File: config.mk
export PLATFORM = sky130hd
export DESIGN_NAME = oid_der_decoder_top
export DESIGN_NICKNAME = d
export VERILOG_FILES = /design/src/rtl/oid_der_pkg.sv /design/src/rtl/oid_der_parser.sv /design/src/rtl/oid_der_fifo.sv /design/src/rtl/oid_der_decoder_top.sv
export SDC_FILE = /design/constraint.sdc
export NUM_CORES = 1
export LEC_CHECK = 0
export BUFFER_PORTS_ARGS = -buffer_cell sky130_fd_sc_hd__buf_2
export CAP_MARGIN = 25
export CORE_ASPECT_RATIO = 0.7
export CORE_MARGIN = 2
export CORE_UTILIZATION = 50
export CTS_CLUSTER_SIZE = 28
export DETAILED_ROUTE_END_ITERATION = 8
export PLACE_DENSITY = 0.67
export REMOVE_ABC_BUFFERS = 1
export SLEW_MARGIN = 20
export SYNTH_ARGS = -nofsm -noshare
export SYNTH_HDL_FRONTEND = slang
export SYNTH_SLANG_ARGS = --single-unit
File: constraint.sdc
create_clock -name clk -period 7.05 [get_ports clk]
set_clock_uncertainty 0.05 [all_clocks]
set_input_delay 0.3525 -clock clk [delete_from_list [all_inputs] [get_ports clk]]
set_output_delay 0.3525 -clock clk [all_outputs]
set_load 0.02 [all_outputs]
File: src/rtl/oid_der_pkg.sv
package oid_der_pkg;

  typedef enum logic [2:0] {
    PH_TAG      = 3'd0,
    PH_LEN      = 3'd1,
    PH_LEN_LONG = 3'd2,
    PH_FIRST    = 3'd3,
    PH_ARCS     = 3'd4
  } phase_t;

  typedef enum logic [2:0] {
    ERR_NONE = 3'd0,
    ERR_TAG  = 3'd1,
    ERR_LEN  = 3'd2,
    ERR_OVF  = 3'd3,
    ERR_PAST = 3'd4
  } err_t;

  localparam logic [7:0]  OID_TAG     = 8'h06;
  localparam logic [7:0]  FIRST_DIV   = 8'd40;
  localparam logic [15:0] DIV40_MUL   = 16'd205;
  localparam int          DIV40_SHIFT = 13;
  localparam int          ERR_W       = 3;
  localparam int          FIFO_DEPTH  = 4;

endpackage

File: src/rtl/oid_der_parser.sv
module oid_der_parser #(
  parameter int MAX_LENGTH_BYTES = 4,
  parameter int ARC_WIDTH        = 32
) (
  input  logic                   clk,
  input  logic                   rst,
  input  logic                   take,
  input  logic [7:0]             data_byte,
  output logic [1:0]             push,
  output logic [ARC_WIDTH+3:0]   ent0,
  output logic [ARC_WIDTH+3:0]   ent1
);

  localparam int LW  = 8 * MAX_LENGTH_BYTES;
  localparam int LBW = $clog2(MAX_LENGTH_BYTES + 1);

  oid_der_pkg::phase_t  phase, phase_next;
  logic [LW-1:0]        content, content_next;
  logic [LBW-1:0]       len_left, len_left_next;
  logic [ARC_WIDTH-1:0] acc, acc_next;

  logic [LW-1:0]        content_dec;
  logic [LW-1:0]        content_shift;
  logic [LBW-1:0]       len_left_dec;
  logic [ARC_WIDTH-1:0] acc_new;
  logic [15:0]          prod;
  logic [2:0]           quot;
  logic [7:0]           remd;

  assign content_dec   = content - LW'(1);
  assign content_shift = LW'({content, data_byte});
  assign len_left_dec  = len_left - LBW'(1);
  assign acc_new       = {acc[ARC_WIDTH-8:0], data_byte[6:0]};
  assign prod          = {8'd0, data_byte} * oid_der_pkg::DIV40_MUL;
  assign quot          = prod[15:oid_der_pkg::DIV40_SHIFT];
  assign remd          = data_byte - 8'({5'd0, quot} * oid_der_pkg::FIRST_DIV);

  always_comb begin
    phase_next    = phase;
    content_next  = content;
    len_left_next = len_left;
    acc_next      = acc;
    push          = 2'd0;
    ent0          = '0;
    ent1          = '0;
    if (take) begin
      case (phase)
        oid_der_pkg::PH_TAG: begin
          if (data_byte != oid_der_pkg::OID_TAG) begin
            push = 2'd1;
            ent0 = {ARC_WIDTH'(0), 1'b0, oid_der_pkg::ERR_TAG};
          end else begin
            phase_next = oid_der_pkg::PH_LEN;
          end
        end
        oid_der_pkg::PH_LEN: begin
          if (!data_byte[7]) begin
            if (data_byte == 8'd0) begin
              push       = 2'd1;
              ent0       = {ARC_WIDTH'(0), 1'b0, oid_der_pkg::ERR_LEN};
              phase_next = oid_der_pkg::PH_TAG;
            end else begin
              content_next = LW'(data_byte);
              phase_next   = oid_der_pkg::PH_FIRST;
            end
          end else if (data_byte[6:0] == 7'd0 ||
                       data_byte[6:0] > 7'(MAX_LENGTH_BYTES)) begin
            push       = 2'd1;
            ent0       = {ARC_WIDTH'(0), 1'b0, oid_der_pkg::ERR_LEN};
            phase_next = oid_der_pkg::PH_TAG;
          end else begin
            content_next  = '0;
            len_left_next = LBW'(data_byte[6:0]);
            phase_next    = oid_der_pkg::PH_LEN_LONG;
          end
        end
        oid_der_pkg::PH_LEN_LONG: begin
          content_next  = content_shift;
          len_left_next = len_left_dec;
          if (len_left_dec == '0) begin
            if (content_shift == '0) begin
              push         = 2'd1;
              ent0         = {ARC_WIDTH'(0), 1'b0, oid_der_pkg::ERR_LEN};
              phase_next   = oid_der_pkg::PH_TAG;
              content_next = '0;
            end else begin
              phase_next = oid_der_pkg::PH_FIRST;
            end
          end
        end
        oid_der_pkg::PH_FIRST: begin
          push         = 2'd2;
          content_next = content_dec;
          acc_next     = '0;
          ent0         = {ARC_WIDTH'(quot), 1'b0, oid_der_pkg::ERR_NONE};
          if (content_dec == '0) begin
            ent1       = {ARC_WIDTH'(remd), 1'b1, oid_der_pkg::ERR_NONE};
            phase_next = oid_der_pkg::PH_TAG;
          end else begin
            ent1       = {ARC_WIDTH'(remd), 1'b0, oid_der_pkg::ERR_NONE};
            phase_next = oid_der_pkg::PH_ARCS;
          end
        end
        oid_der_pkg::PH_ARCS: begin
          if (acc[ARC_WIDTH-1:ARC_WIDTH-7] != 7'd0) begin
            push         = 2'd1;
            ent0         = {ARC_WIDTH'(0), 1'b0, oid_der_pkg::ERR_OVF};
            phase_next   = oid_der_pkg::PH_TAG;
            content_next = '0;
            acc_next     = '0;
          end else if (data_byte[7]) begin
            if (content_dec == '0) begin
              push         = 2'd1;
              ent0         = {ARC_WIDTH'(0), 1'b0, oid_der_pkg::ERR_PAST};
              phase_next   = oid_der_pkg::PH_TAG;
              content_next = '0;
              acc_next     = '0;
            end else begin
              content_next = content_dec;
              acc_next     = acc_new;
            end
          end else begin
            push         = 2'd1;
            content_next = content_dec;
            acc_next     = '0;
            if (content_dec == '0) begin
              ent0       = {acc_new, 1'b1, oid_der_pkg::ERR_NONE};
              phase_next = oid_der_pkg::PH_TAG;
            end else begin
              ent0 = {acc_new, 1'b0, oid_der_pkg::ERR_NONE};
            end
          end
        end
        default: begin
          phase_next    = oid_der_pkg::PH_TAG;
          content_next  = '0;
          len_left_next = '0;
          acc_next      = '0;
        end
      endcase
      if (phase_next == oid_der_pkg::PH_TAG) begin
        len_left_next = '0;
      end
    end
  end

  always_ff @(posedge clk) begin
    if (rst) begin
      phase    <= oid_der_pkg::PH_TAG;
      content  <= '0;
      len_left <= '0;
      acc      <= '0;
    end else begin
      phase    <= phase_next;
      content  <= content_next;
      len_left <= len_left_next;
      acc      <= acc_next;
    end
  end

endmodule

File: src/rtl/oid_der_fifo.sv
module oid_der_fifo #(
  parameter int EW = 36
) (
  input  logic          clk,
  input  logic          rst,
  input  logic [1:0]    push,
  input  logic [EW-1:0] ent0,
  input  logic [EW-1:0] ent1,
  input  logic          pop,
  output logic          not_empty,
  output logic          no_room,
  output logic [EW-1:0] head
);

  localparam int AW = $clog2(oid_der_pkg::FIFO_DEPTH);
  localparam int CW = $clog2(oid_der_pkg::FIFO_DEPTH + 1);

  logic [EW-1:0] slots [oid_der_pkg::FIFO_DEPTH];
  logic [AW-1:0] wr_ptr, wr_ptr_next;
  logic [AW-1:0] rd_ptr, rd_ptr_next;
  logic [CW-1:0] count, count_next;

  assign not_empty   = (count != '0);
  assign no_room     = (count > CW'(oid_der_pkg::FIFO_DEPTH - 2));
  assign head        = slots[rd_ptr];
  assign wr_ptr_next = wr_ptr + AW'(push);
  assign rd_ptr_next = rd_ptr + AW'(pop);
  assign count_next  = count + CW'(push) - CW'(pop);

  always_ff @(posedge clk) begin
    if (push != 2'd0) begin
      slots[wr_ptr] <= ent0;
    end
    if (push == 2'd2) begin
      slots[wr_ptr + AW'(1)] <= ent1;
    end
  end

  always_ff @(posedge clk) begin
    if (rst) begin
      wr_ptr <= '0;
      rd_ptr <= '0;
      count  <= '0;
    end else begin
      wr_ptr <= wr_ptr_next;
      rd_ptr <= rd_ptr_next;
      count  <= count_next;
    end
  end

endmodule

File: src/rtl/oid_der_decoder_top.sv
// Decodes a DER object identifier one byte per transfer: a tag of 0x06, a
// definite length in short form or in long form of up to MAX_LENGTH_BYTES
// bytes, then the content, whose first byte yields two arcs and whose later
// bytes form base-128 arcs. The parser state is registered as each byte is
// taken, so a byte can be accepted every cycle while in_stall is low; the
// first content byte gives two results and all others at most one. Results
// queue in a four-entry buffer, and input is stalled only while fewer than
// two entries are free. An error result carries a zero arc and no end mark,
// and the decoder then waits for a new tag.
module oid_der_decoder_top #(
  parameter int MAX_LENGTH_BYTES = 4,
  parameter int ARC_WIDTH        = 32
) (
  input  logic                 clk,
  input  logic                 rst,
  input  logic                 in_valid,
  output logic                 in_stall,
  input  logic [7:0]           data_byte,
  output logic                 out_valid,
  input  logic                 out_stall,
  output logic [ARC_WIDTH-1:0] arc_value,
  output logic                 end_of_oid,
  output logic [2:0]           error_code
);

  localparam int EW = ARC_WIDTH + 1 + oid_der_pkg::ERR_W;

  logic          take;
  logic          pop;
  logic          no_room;
  logic [1:0]    push;
  logic [EW-1:0] ent0;
  logic [EW-1:0] ent1;
  logic [EW-1:0] head;

  assign in_stall = no_room;
  assign take     = in_valid & ~no_room;
  assign pop      = out_valid & ~out_stall;

  oid_der_parser #(
    .MAX_LENGTH_BYTES(MAX_LENGTH_BYTES),
    .ARC_WIDTH(ARC_WIDTH)
  ) u_parser (
    .clk(clk),
    .rst(rst),
    .take(take),
    .data_byte(data_byte),
    .push(push),
    .ent0(ent0),
    .ent1(ent1)
  );

  oid_der_fifo #(
    .EW(EW)
  ) u_fifo (
    .clk(clk),
    .rst(rst),
    .push(push),
    .ent0(ent0),
    .ent1(ent1),
    .pop(pop),
    .not_empty(out_valid),
    .no_room(no_room),
    .head(head)
  );

  assign arc_value  = head[EW-1:oid_der_pkg::ERR_W+1];
  assign end_of_oid = head[oid_der_pkg::ERR_W];
  assign error_code = head[oid_der_pkg::ERR_W-1:0];

endmodule

==> metrics.md, run 1 <==
| Metric | Value |
|---|---|
| Status | `complete, no violations` |
| DR vias | `9755` |
| XOR/XNOR share of the synthesized area | `0.0249` |
| Tot GR Track Use | `0.260` |
| CTS max path bufs | `3` |
| Avg Inst Size Synth | `9.62 um^2` |
| Slew headroom | `0.328` |
| Total Nets Final | `roughly 1300` |
| Main combinational cell family by area after synthesis | `compound AO/OA/AOI/OAI gates` |
| Final core area utilization | `0.555` |
| # DRC | `0` |
| List of most frequent post-synthesis cells | `dfxtp_1 (185), nand2_1 (105), nor2_1 (86), o2bb2ai_1 (75), inv_1 (69)` |
| Synth area leader | `dfxtp_1` |
| Slew Limit Fails | `0` |
| Cell Count Post-Placement | `1537` |
| Vias per Instance | `6.19` |
| HPWL Detailed | `about 22000 um` |
| Critical path arrival | `5.87 ns` |
| Final WS setup | `1.37 ns` |
| Met3 WL post-DR | `around 2500 um` |
| Met2 WL | `approximately 13000 um` |
| Compound-gate portion of the synthesized area | `0.194` |
| Comb pwr share | `0.386` |
| Simple-gate share of the synthesized area | `0.165` |
| Max Cap Viol | `0` |
| CP delay by family, top | `adder cells` |
| CP Class | `in2reg` |
| Post-CTS setup buffers | `0` |
| GPL Wtd Cong | `0.885` |
| Post-Route WL | `32500 um` |
| Crit path buf inv count | `5` |
| Grt total ovfl | `0` |
| TritonCTS buffer count | `22` |
| Sequential share of the synthesized area | `0.400` |
| Initial antenna violation count | `0` |
| Highest routed layer | `met4` |
| Hold bufs inserted after CTS | `0` |
| Hold Path Class | `in2reg` |
| Post-synthesis mux area share | `0.0687` |
| Count of final hold-check violations | `0` |
| CTS tree | `built` |
| Pre-antenna DRT Iters | `5` |
| H-tree depth | `1` |
| Post-Syn Area | `12000 um^2` |
| Seq pwr share | `0.337` |
| Max incr delay on CP | `0.56 ns` |
| Fin crit period | `5.68 ns` |
| Top Ports | `50` |
| Setup TNS | `0 ns` |
| Site row count | `47` |
| Routed Antenna Nets | `0` |
| Clock power frac | `0.277` |
| Core area | `23600 um^2` |
| Largest cells by area after synthesis | `dfxtp_1 (31%), edfxtp_1 (9.0%), ha_1 (7.1%)` |
| Cells after synthesis | `1244` |
| Clock Latency Late Sink | `0.52 ns` |
| Pre-CTS setup slack | `0.905 ns` |
| Critical Path Sink Type | `flip-flop` |
| IO Port Bufs | `just under 50` |
| Clock transition at path regs | `0.07 ns` |
| Routed WL per cell | `20.6 um` |
| Achievable Freq | `0.176 GHz` |
| Internal power | `2.66 mW` |
| Ys async rst share | `0` |
| Final Non-Filler Cells | `1575` |
| Clk root buf | `clkbuf_16` |
| Worst-path fanout max | `9` |
| Global-route wire length before repair | `roughly 53000 um` |
| Netlist cell types | `73` |
| # resized after CTS | `0` |
| Worst VDD drop | `0.246 mV` |
| Ratio of cells with drive above 1 in the final layout | `0.134` |
| Synth top area share | `0.310` |
| CP max stage cell | `fa_1` |
| Sw Ratio | `0.376` |
| N_diodes | `0` |
| Switching pwr | `1.60 mW` |
| Largest net degree at the start of global routing | `49` |
| Number of global-route vias before repair | `between 9000 and 10000` |
| Initial cell density of the core | `0.507` |
| Metal-1 WL | `between 15000 and 20000 um` |
| Syn-to-layout area delta | `9.49%` |
| Most frequent cell after synthesis | `dfxtp_1` |
| Worst setup SP type | `input pin` |
| Tot Pwr | `approximately 4.3 mW` |
| PD cells | `326 nW/um^2` |
| Fin crit share | `0.806` |
| Crit path required time | `7.24 ns` |
| FF+latch count, synth | `221` |
| RSZ-0062 raised after global routing | `false` |
| Leakage power figure | `4.98 nW` |
| DR iter-0 viols | `about 1100` |
| Most used DFF post-synth | `dfxtp_1` |
| Chip height | `133 um` |
| Synth warnings | `0` |
| Die span in x | `189 um` |
| Worst-path cell chain | `buf_2 > inv_1 > ha_1 > inv_1 > fa_1 > fa_1 > fa_1 > inv_1 > ha_1 > a21oi_1 > o21ai_1 > a41o_1 > or4_1 > and3_1 > ha_1 > inv_1 > ha_1 > a21o_1 > a21oi_1 > xnor2_1 > xnor2_1 > o22ai_1` |
| Worst Tran Pin Value | `1.01 ns` |
| EDFF count, synth | `36` |
| Synth Area in Adders | `0.0929` |
| Clock Sink Count | `221` |
| Die area | `approximately 25000 um^2` |
| Final setup violation count | `0` |
[flip-flops by register name (all words and copies together) (netlist names)]
signal and flops:
u_fifo.count 3, u_fifo.wr_ptr 2, u_fifo.rd_ptr 2, u_parser.len_left 3, u_parser.phase 3, u_fifo.slots 144, u_parser.content 32, u_parser.acc 32
[placed cells by master (no fill, tap or decap), types with 23 or more instances in the layout]
cell type / n
a21oi_1: 55
a22oi_1: 52
buf_2: 49
clkbuf_16: 23
dfxtp_1: 183
edfxtp_1: 36
ha_1: 68
inv_1: 69
mux4_2: 36
nand2_1: 105
nand3_1: 39
nor2_1: 85
o21ai_0: 48
o22ai_1: 31
o2bb2ai_1: 75
xnor2_1: 26
[routing by layer]
metal / vias up / track usage
met5: - / 0
met1: 4702 / 0.404
met3: 51 / 0.0408
met2: 400 / 0.378
li1: 4602 / -
met4: 0 / 0.0595
[kinds of logic (layout without fill, tap and decap cells)]
group	after synthesis	in the layout
buf+inv	160	173
compound gates	330	330
mux	37	37
xor+xnor	34	34
fa+ha+maj	81	81
flops	221	221
simple gates	381	381
[worst register-to-register path, stage by stage, from the launching register on]
cell and delay [ns]:
dfxtp_1 0.41, inv_1 0.17, ha_1 0.30, nor3b_2 0.64
nand4_1 0.41, o21ai_0 0.38, o311a_1 0.26, and4_1 0.23
and4b_1 0.43, o21ai_0 0.14, a21oi_1 0.24, inv_1 0.08
ha_1 0.27, inv_1 0.06, ha_1 0.13, inv_1 0.05
fa_1 0.37, xnor2_1 0.20, xnor2_1 0.14, nor2_1 0.05
[stage by stage]
step	area, um^2	hold WS [ns]
2_1_floorplan	11600	0.369
3_3_place_gp	12400	0.390
3_5_place_dp	12400	0.393
4_1_cts	13100	0.181
5_1_grt	13100	0.216
6_report	13100	0.184
[path summary, 6_finish.rpt]
kind | slack [ns] | cells after the start | to | from
hold / removal | 0.18 | 2 | u_parser.content[3] | data_byte[3]
setup / recovery | 1.37 | 22 | u_fifo.slots[1][11] | data_byte[6]
hold reg to reg | 0.41 | 2 | u_fifo.slots[0][27] | u_fifo.slots[0][27]
setup reg to reg | 1.92 | 19 | u_fifo.count[2] | u_parser.content[0]
[final cells by class]
type                            count  area [um^2]
Clock buffer                       31          626
Multi-Input combinational cell    863         6560
Clock inverter                      7         90.1
Sequential cell                   221         4790
Timing Repair Buffer               65          373
Fill cell                        2061        10500
Inverter                           70          263
Tap cell                          318          398
[power groups by stage]
stage	sequential, mW	clock [mW]	combinational [mW]
final	1.44	1.18	1.65
after global routing	1.45	1.24	1.80
after CTS	1.44	1.20	1.62
after detailed placement	1.46	0	1.61
after global placement	1.46	0	1.59
after floorplan	1.46	0	1.16
Power figures use the tool's default switching activity.
==> run 2: changes to the inputs <==
--- a/config.mk
+++ b/config.mk
@@ -5,6 +5,7 @@
 export SDC_FILE = /design/constraint.sdc
 export NUM_CORES = 1
 export LEC_CHECK = 0
+export ABC_AREA = 1
 export BUFFER_PORTS_ARGS = -buffer_cell sky130_fd_sc_hd__buf_2
 export CAP_MARGIN = 25
 export CORE_ASPECT_RATIO = 0.7
@@ -12,7 +13,7 @@
 export CORE_UTILIZATION = 50
 export CTS_CLUSTER_SIZE = 28
 export DETAILED_ROUTE_END_ITERATION = 8
-export PLACE_DENSITY = 0.67
+export PLACE_DENSITY = 0.69
 export REMOVE_ABC_BUFFERS = 1
 export SLEW_MARGIN = 20
 export SYNTH_ARGS = -nofsm -noshare
==> constraint.sdc (replaced) <==
create_clock -name clk -period 5.2 [get_ports clk]
set_clock_uncertainty 0.05 [all_clocks]
set_input_delay 0.26 -clock clk [delete_from_list [all_inputs] [get_ports clk]]
set_output_delay 0.26 -clock clk [all_outputs]
set_load 0.02 [all_outputs]
==> run 2 against run 1 <==
  * Via count is 28% higher
  * Power is 74% higher
  * Sequential power is 43% higher
  * Clock power is 42% higher
  * First-iteration DRC count is 17% higher
  * Non-clock buffer count is 41 higher
  * Combinational power is 120% higher
  * Die area is 8.3% higher
  * Largest cell class unchanged
==> metrics.md, run 2 <==
| Metric | Value |
|---|---|
| Synth area leader | `dfxtp_1` |
| Routed Antenna Nets | `0 (unchanged)` |
| FF+latch count, synth | `221 (unchanged)` |
| DR vias | `12500 (+28%)` |
| Worst Tran Pin Value | `0.961 ns (-0.0467 ns)` |
| CP max stage cell | `fa_1` |
| Most used DFF post-synth | `dfxtp_1` |
| Hold Path Class | `in2reg` |
| Most common cell after layout, fill and taps aside | `nand2_1` |
| Sequential share of the synthesized area | `0.369 (-0.0314)` |
| Final setup violation count | `0 (unchanged)` |
| Routed WL per cell | `17.5 um (-15%)` |
| Initial cell density of the core | `0.507 (-0.000757)` |
| Crit path required time | `5.50 ns (-1.74 ns)` |
| Leakage power figure | `6.11 nW (+23%)` |
| Post-Route WL | `38000 um (+17%)` |
| Commonest non-fill, non-tap cells in the layout | `nand2_1 (384), nor2_1 (214), dfxtp_1 (184), nand3_1 (149), inv_1 (137)` |
| CP most frequent cell | `inv_1` |
| # DRC | `0 (unchanged)` |
| Initial antenna violation count | `0 (unchanged)` |
| Clk root buf | `clkbuf_16` |
| Critical Path Sink Type | `flip-flop` |
| Vias per Instance | `5.78 (-6.8%)` |
| Achievable Freq | `between 0.2 and 0.25 GHz` |
| Largest registers | `u_fifo.slots x144, u_parser.acc x32, u_parser.content x32` |
| Core area | `25600 um^2 (+8.7%)` |
| Worst setup SP type | `input pin` |
| TritonCTS buffer count | `24 (+9.1%)` |
| Global-route wire length before repair | `61200 um (+17%)` |
| Worst VDD drop | `0.300 mV (+22%)` |
| Ratio of cells with drive above 1 in the final layout | `0.131 (-0.00307)` |
| Slew headroom | `0.360 (+0.0311)` |
| Hold slack final | `0.160 ns (-0.0240 ns)` |
| Slew Limit Fails | `0 (unchanged)` |
| IO Port Bufs | `49 (unchanged)` |
| Cell Count Post-Placement | `2122 (+38%)` |
| PD cells | `515 nW/um^2 (+58%)` |
| Number of global-route vias before repair | `11500 (+25%)` |
| Largest net degree at the start of global routing | `77 (+57%)` |
| Total Nets Final | `1913 (+43%)` |
| Fin crit share | `0.934` |
| Final Non-Filler Cells | `2169 (+38%)` |
| Critical path arrival | `5.16 ns (-0.71 ns)` |
| Pre-antenna DRT Iters | `5 (unchanged)` |
| Grt total ovfl | `0 (unchanged)` |
| Hold bufs inserted after CTS | `0 (unchanged)` |
| Count of final hold-check violations | `0 (unchanged)` |
| DR iter-0 viols | `1303 (+17%)` |
| Max reg flops | `144 (unchanged)` |
| N_diodes | `0 (unchanged)` |
| Cells after synthesis | `1789 (+44%)` |
| CTS max path bufs | `3 (unchanged)` |
| Top Ports | `50 (unchanged)` |
| Die span in x | `197 um (+4.1%)` |
| Clock Latency Late Sink | `0.52 ns (about the same)` |
| Avg Inst Size Synth | `7.26 um^2 (-25%)` |
| CTS tree | `built` |
| Top reg by flops | `u_fifo.slots` |
| Syn-to-layout area delta | `11.3%` |
| Chip height | `139 um (+4.0%)` |
| Ys async rst share | `0 (unchanged)` |
| Site row count | `49 (+4.3%)` |
| CP Class | `in2reg` |
| List of most frequent post-synthesis cells | `nand2_1 (385), nor2_1 (217), dfxtp_1 (185), nand3_1 (149), inv_1 (137)` |
| Netlist cell types | `46 (-37%)` |
| Worst-path fanout max | `4 (-5)` |
| Synth top area share | `0.285 (-0.0243)` |
| Most frequent cell after synthesis | `nand2_1` |
| GPL Wtd Cong | `0.969 (+9.5%)` |
| Pre-CTS setup slack | `-0.353 ns (-1.26 ns)` |
| Max Cap Viol | `0 (unchanged)` |
| EDFF count, synth | `36 (unchanged)` |
| Clock transition at path regs | `0.06 ns (about the same)` |
| Largest cells by area after synthesis | `dfxtp_1 (29%), nand2_1 (11%), edfxtp_1 (8.3%)` |
| Fin crit period | `4.86 ns` |
| Tot GR Track Use | `0.275 (+0.0154)` |
| Clock Sink Count | `221 (unchanged)` |
| Die area | `27300 um^2 (+8.3%)` |
| Final WS setup | `0.345 ns (-1.02 ns)` |
| Post-Syn Area | `13000 um^2 (+8.5%)` |
| HPWL Detailed | `25200 um (+15%)` |
| Tot Pwr | `7.44 mW (+74%)` |
| H-tree depth | `1 (unchanged)` |
| Setup TNS | `0 ns (unchanged)` |
| Synth warnings | `0 (unchanged)` |
| Max incr delay on CP | `0.51 ns (-0.05 ns)` |
| Status | `complete, no violations` |
| RSZ-0062 raised after global routing | `false` |
-- run 2: cell count changes after synthesis, moves of 26 or more --
cell and change:
nand3_1 +110, a21oi_1 +56, nand2_1 +280, o2bb2ai_1 -75, o21ai_2 +26, inv_1 +68
nor2_1 +131, mux4_2 -36, a22oi_1 -52, o21ai_0 +84
-- run 2: timing repair --
action	in CTS	in global routing
endpoints found under the hold margin	0	0
gates resized for setup	0	3
setup endpoints to repair	0	7
buffers inserted	0	1
-- run 2: per-stage QoR --
stage                     area (um^2)   util
after global routing            14400  0.564
final                           14400  0.564
after detailed placement        13600  0.531
after CTS                       14400  0.561
after floorplan                 12500      -
after global placement          13600  0.531
-- run 2: kinds of logic (layout without fill, tap and decap cells) --
family / count (synthesis) / count (layout) / share of synthesized area
flops: 221 / 221 / 0.369
fa+ha+maj: 81 / 81 / 0.0856
buf+inv: 246 / 295 / 0.0771
simple gates: 828 / 828 / 0.279
xor+xnor: 19 / 19 / 0.0134
compound gates: 394 / 394 / 0.177
-- run 2: worst max-delay path: cells and delay by family --
family	cells	cell delay, ns
xor gates and xnor gates	2	0.49
buffers and inverters	8	0.50
adders and majority gates	7	2.60
and+or+nand+nor	9	0.91
AOI/OAI and AO/OA	3	0.38
-- run 2: path summary, 6_finish.rpt --
kind / from / end / slack (ns) / depth (start not counted)
max reg2reg: u_parser.content[6] / u_fifo.slots[1][7] / 1.06 / 17
min: data_byte[2] / u_parser.acc[2] / 0.16 / 4
max: data_byte[5] / u_fifo.slots[2][11] / 0.34 / 29
min reg2reg: u_fifo.slots[1][27] / u_fifo.slots[1][27] / 0.42 / 2
-- run 2: layout make-up --
cell class | count | area (um^2)
Sequential cell | 221 | 4790
Clock inverter | 10 | 57.6
Tap cell | 331 | 414
Inverter | 145 | 544
Timing Repair Buffer | 106 | 701
Multi-Input combinational cell | 1322 | 7220
Clock buffer | 34 | 719
Fill cell | 2451 | 11200
-- run 2: per-layer routing --
metal  track usage  wire (um)  up-vias
met4        0.0534        613        0
met5             0          0        -
met3        0.0418       3580       51
met1         0.427      18200     5834
li1              -          -     6062
met2         0.404      15600      579
-- run 2: where the power goes --
part / internal [mW] / leakage, nW / switching, mW
Clock: 0.963 / 0.372 / 0.710
Combinational: 1.16 / 3.90 / 2.55
Sequential: 1.94 / 1.85 / 0.123
==> run 3: changes to the inputs <==
--- a/config.mk
+++ b/config.mk
@@ -6,14 +6,14 @@
 export NUM_CORES = 1
 export LEC_CHECK = 0
 export ABC_AREA = 1
-export BUFFER_PORTS_ARGS = -buffer_cell sky130_fd_sc_hd__buf_2
 export CAP_MARGIN = 25
 export CORE_ASPECT_RATIO = 0.7
 export CORE_MARGIN = 2
 export CORE_UTILIZATION = 50
 export CTS_CLUSTER_SIZE = 28
 export DETAILED_ROUTE_END_ITERATION = 8
-export PLACE_DENSITY = 0.69
+export DONT_BUFFER_PORTS = 1
+export PLACE_DENSITY = 0.68
 export REMOVE_ABC_BUFFERS = 1
 export SLEW_MARGIN = 20
 export SYNTH_ARGS = -nofsm -noshare
==> run 3 against run 2 <==
  * Core utilization is 1.3 points lower
  * Fmax increased by 0.21%
  * Die area did not move
  * Non-clock buffer count fell by 63
  * First-iteration DRC count rose by 5.1%
  * Design area is 2.3% lower
  * Sequential cell count unchanged
  * Sequential power about the same
  * Critical path depth decreased by 2
  * Largest power group unchanged
==> metrics.md, run 3 (synthesis gave the netlist of run 2 again) <==
| Metric | Value |
|---|---|
| Largest registers | `u_fifo.slots x144, u_parser.acc x32, u_parser.content x32` |
| Vias per Instance | `5.88 (+1.7%)` |
| Cell Count Post-Placement | `2053 (-3.3%)` |
| Post-Route WL | `38800 um (+2.2%)` |
| Final setup violation count | `0 (unchanged)` |
| Largest net degree at the start of global routing | `77 (unchanged)` |
| Slew Limit Fails | `0 (unchanged)` |
| N_diodes | `0 (unchanged)` |
| Die area | `27300 um^2 (unchanged)` |
| Critical path arrival | `5.15 ns (about the same)` |
| Area of the multi-input gates | `7230 um^2 (about the same)` |
| Routed WL per cell | `18.5 um (+5.4%)` |
| Core area | `25600 um^2 (unchanged)` |
| Post-CTS setup buffers | `0 (unchanged)` |
| Syn-to-layout area delta | `8.76%` |
| Worst R2R Start | `u_parser.content[1]` |
| Pre-antenna DRT Iters | `6 (+1)` |
| IO Port Bufs | `0 (-100%)` |
| Worst setup SP type | `input pin` |
| Die span in x | `197 um (unchanged)` |
| Hold Path Class | `in2reg` |
| Commonest non-fill, non-tap cells in the layout | `nand2_1 (384), nor2_1 (213), dfxtp_1 (184), nand3_1 (149), inv_1 (137)` |
| Worst R2R Setup Slack | `1.33 ns (+0.27 ns)` |
| Clock Sink Count | `221 (unchanged)` |
| Max Cap Viol | `0 (unchanged)` |
| Met2 usage | `0.425 (+0.0207)` |
| Design area | `14100 um^2 (-2.3%)` |
| Clk root buf | `clkbuf_16` |
| Met1 Use GR | `0.429 (+0.00231)` |
| GR peak layer | `met1` |
| # DRC | `0 (unchanged)` |
| Max reg flops | `144 (unchanged)` |
| PD cells | `514 nW/um^2 (-0.25%)` |
| Met3 Use GR | `0.0564 (+0.0146)` |
| GPL Wtd Cong | `0.938 (-3.2%)` |
| Worst VDD drop | `0.238 mV (-21%)` |
| Final WS setup | `0.355 ns (+0.0103 ns)` |
| CTS max path bufs | `3 (unchanged)` |
| # fillers | `2406 (-1.8%)` |
| Initial cell density of the core | `0.507 (unchanged)` |
| DR iter-0 viols | `1370 (+5.1%)` |
| HPWL Detailed | `25000 um (-0.61%)` |
| Tot GR Track Use | `0.285 (+0.00928)` |
| Chip height | `139 um (unchanged)` |
| Most common cell after layout, fill and taps aside | `nand2_1` |
| Ratio of cells with drive above 1 in the final layout | `0.0965 (-0.0341)` |
| TritonCTS buffer count | `23 (-4.2%)` |
| Global-route wire length before repair | `62700 um (+2.4%)` |
| Worst-path fanout max | `7 (+3)` |
| Site row count | `49 (unchanged)` |
| CP Class | `in2reg` |
| Initial antenna violation count | `0 (unchanged)` |
| Top Ports | `50 (unchanged)` |
| Post-DP Area | `13200 um^2 (-2.7%)` |
| CP Launch Point | `data_byte[5]` |
| Grt total ovfl | `0 (unchanged)` |
| Slew headroom | `0.379 (+0.0194)` |
| Clock transition at path regs | `0.06 ns (about the same)` |
| Top reg by flops | `u_fifo.slots` |
| Sequential Area | `4790 um^2 (unchanged)` |
| Worst Tran Pin Value | `0.931 ns (-0.0301 ns)` |
| Clock Latency Late Sink | `0.52 ns (about the same)` |
| Status | `complete, no violations` |
| Hold_sp | `data_byte[2]` |
| Total Nets Final | `1849 (-3.3%)` |
| Crit path required time | `5.50 ns (about the same)` |
| Count of final hold-check violations | `0 (unchanged)` |
| DR vias | `12400 (-1.3%)` |
| Pre-CTS setup slack | `-0.264 ns (+0.0886 ns)` |
| Number of global-route vias before repair | `11500 (+0.044%)` |
| Leakage power figure | `5.86 nW (-4.2%)` |
| Achievable Freq | `0.206 GHz (+0.21%)` |
| Fin crit period | `4.85 ns (-0.0103 ns)` |
| Final Non-Filler Cells | `2103 (-3.0%)` |
| Fin crit share | `0.932 (-0.00199)` |
| H-tree depth | `1 (unchanged)` |
| Routed Antenna Nets | `0 (unchanged)` |
| Critical Path Sink Type | `flip-flop` |
| CTS tree | `built` |
[run 3: layout make-up]
| class | count | share of cell area |
|---|---|---|
| clock buffers | 29 | 0.0445 |
| clock inverters | 12 | 0.00860 |
| inverters | 145 | 0.0385 |
| multi-input cells | 1322 | 0.512 |
| flip-flops and latches | 221 | 0.339 |
| well taps | 331 | 0.0293 |
| repair buffers | 43 | 0.0284 |
[run 3: worst paths after layout]
| kind | end | cells past startpoint |
|---|---|---|
| setup / recovery | u_fifo.slots[2][11] | 27 |
| hold / removal | u_parser.content[2] | 4 |
| setup reg to reg | u_fifo.slots[1][7] | 18 |
| hold reg to reg | u_parser.len_left[1] | 2 |
[run 3: timing repair]
action	in CTS	in global routing
setup endpoints to repair	0	5
hold endpoints to repair	78	0
gates resized for setup	0	3
hold buffers	8	0
[run 3: through the flow]
| stage | hold slack, ns | power, mW | util | setup TNS (ns) |
|---|---|---|---|---|
| after floorplan | 0.277 | 4.58 | - | 0 |
| after global placement | 0.309 | 5.45 | 0.516 | -0.945 |
| after detailed placement | 0.312 | 5.51 | 0.517 | -1.68 |
| after CTS | 0.00110 | 7.20 | 0.550 | 0 |
| after global routing | 0.0311 | 7.75 | 0.551 | -0.0129 |
| final | 0.00302 | 7.26 | 0.551 | 0 |
[run 3: critical path, stage by stage]
cell	delay, ns
inv_1	0.04
ha_1	0.30
inv_1	0.07
fa_1	0.55
fa_1	0.44
fa_1	0.55
inv_1	0.04
ha_1	0.30
buf_4	0.14
nand2_1	0.10
nor2_1	0.07
nand3_1	0.09
nand3_1	0.11
or2_2	0.29
nand2_1	0.08
inv_1	0.06
ha_1	0.20
ha_1	0.27
inv_1	0.04
ha_1	0.27
inv_1	0.08
nor2_1	0.05
nor2_1	0.10
xor2_1	0.23
xor2_2	0.27
nand2_1	0.07
o21ai_0	0.08
[run 3: metal layers]
| layer | up-vias | routed length, um |
|---|---|---|
| met1 | 5848 | 18000 |
| met3 | 45 | 4030 |
| met5 | - | 0 |
| met4 | 0 | 585 |
| met2 | 524 | 16200 |
| li1 | 5940 | - |
[run 3: power by group]
group	internal, mW	leakage [nW]	switching [mW]
Sequential	1.94	1.85	0.122
Combinational	1.00	3.64	2.52
Clock	0.961	0.378	0.715
Total	3.90	5.86	3.36
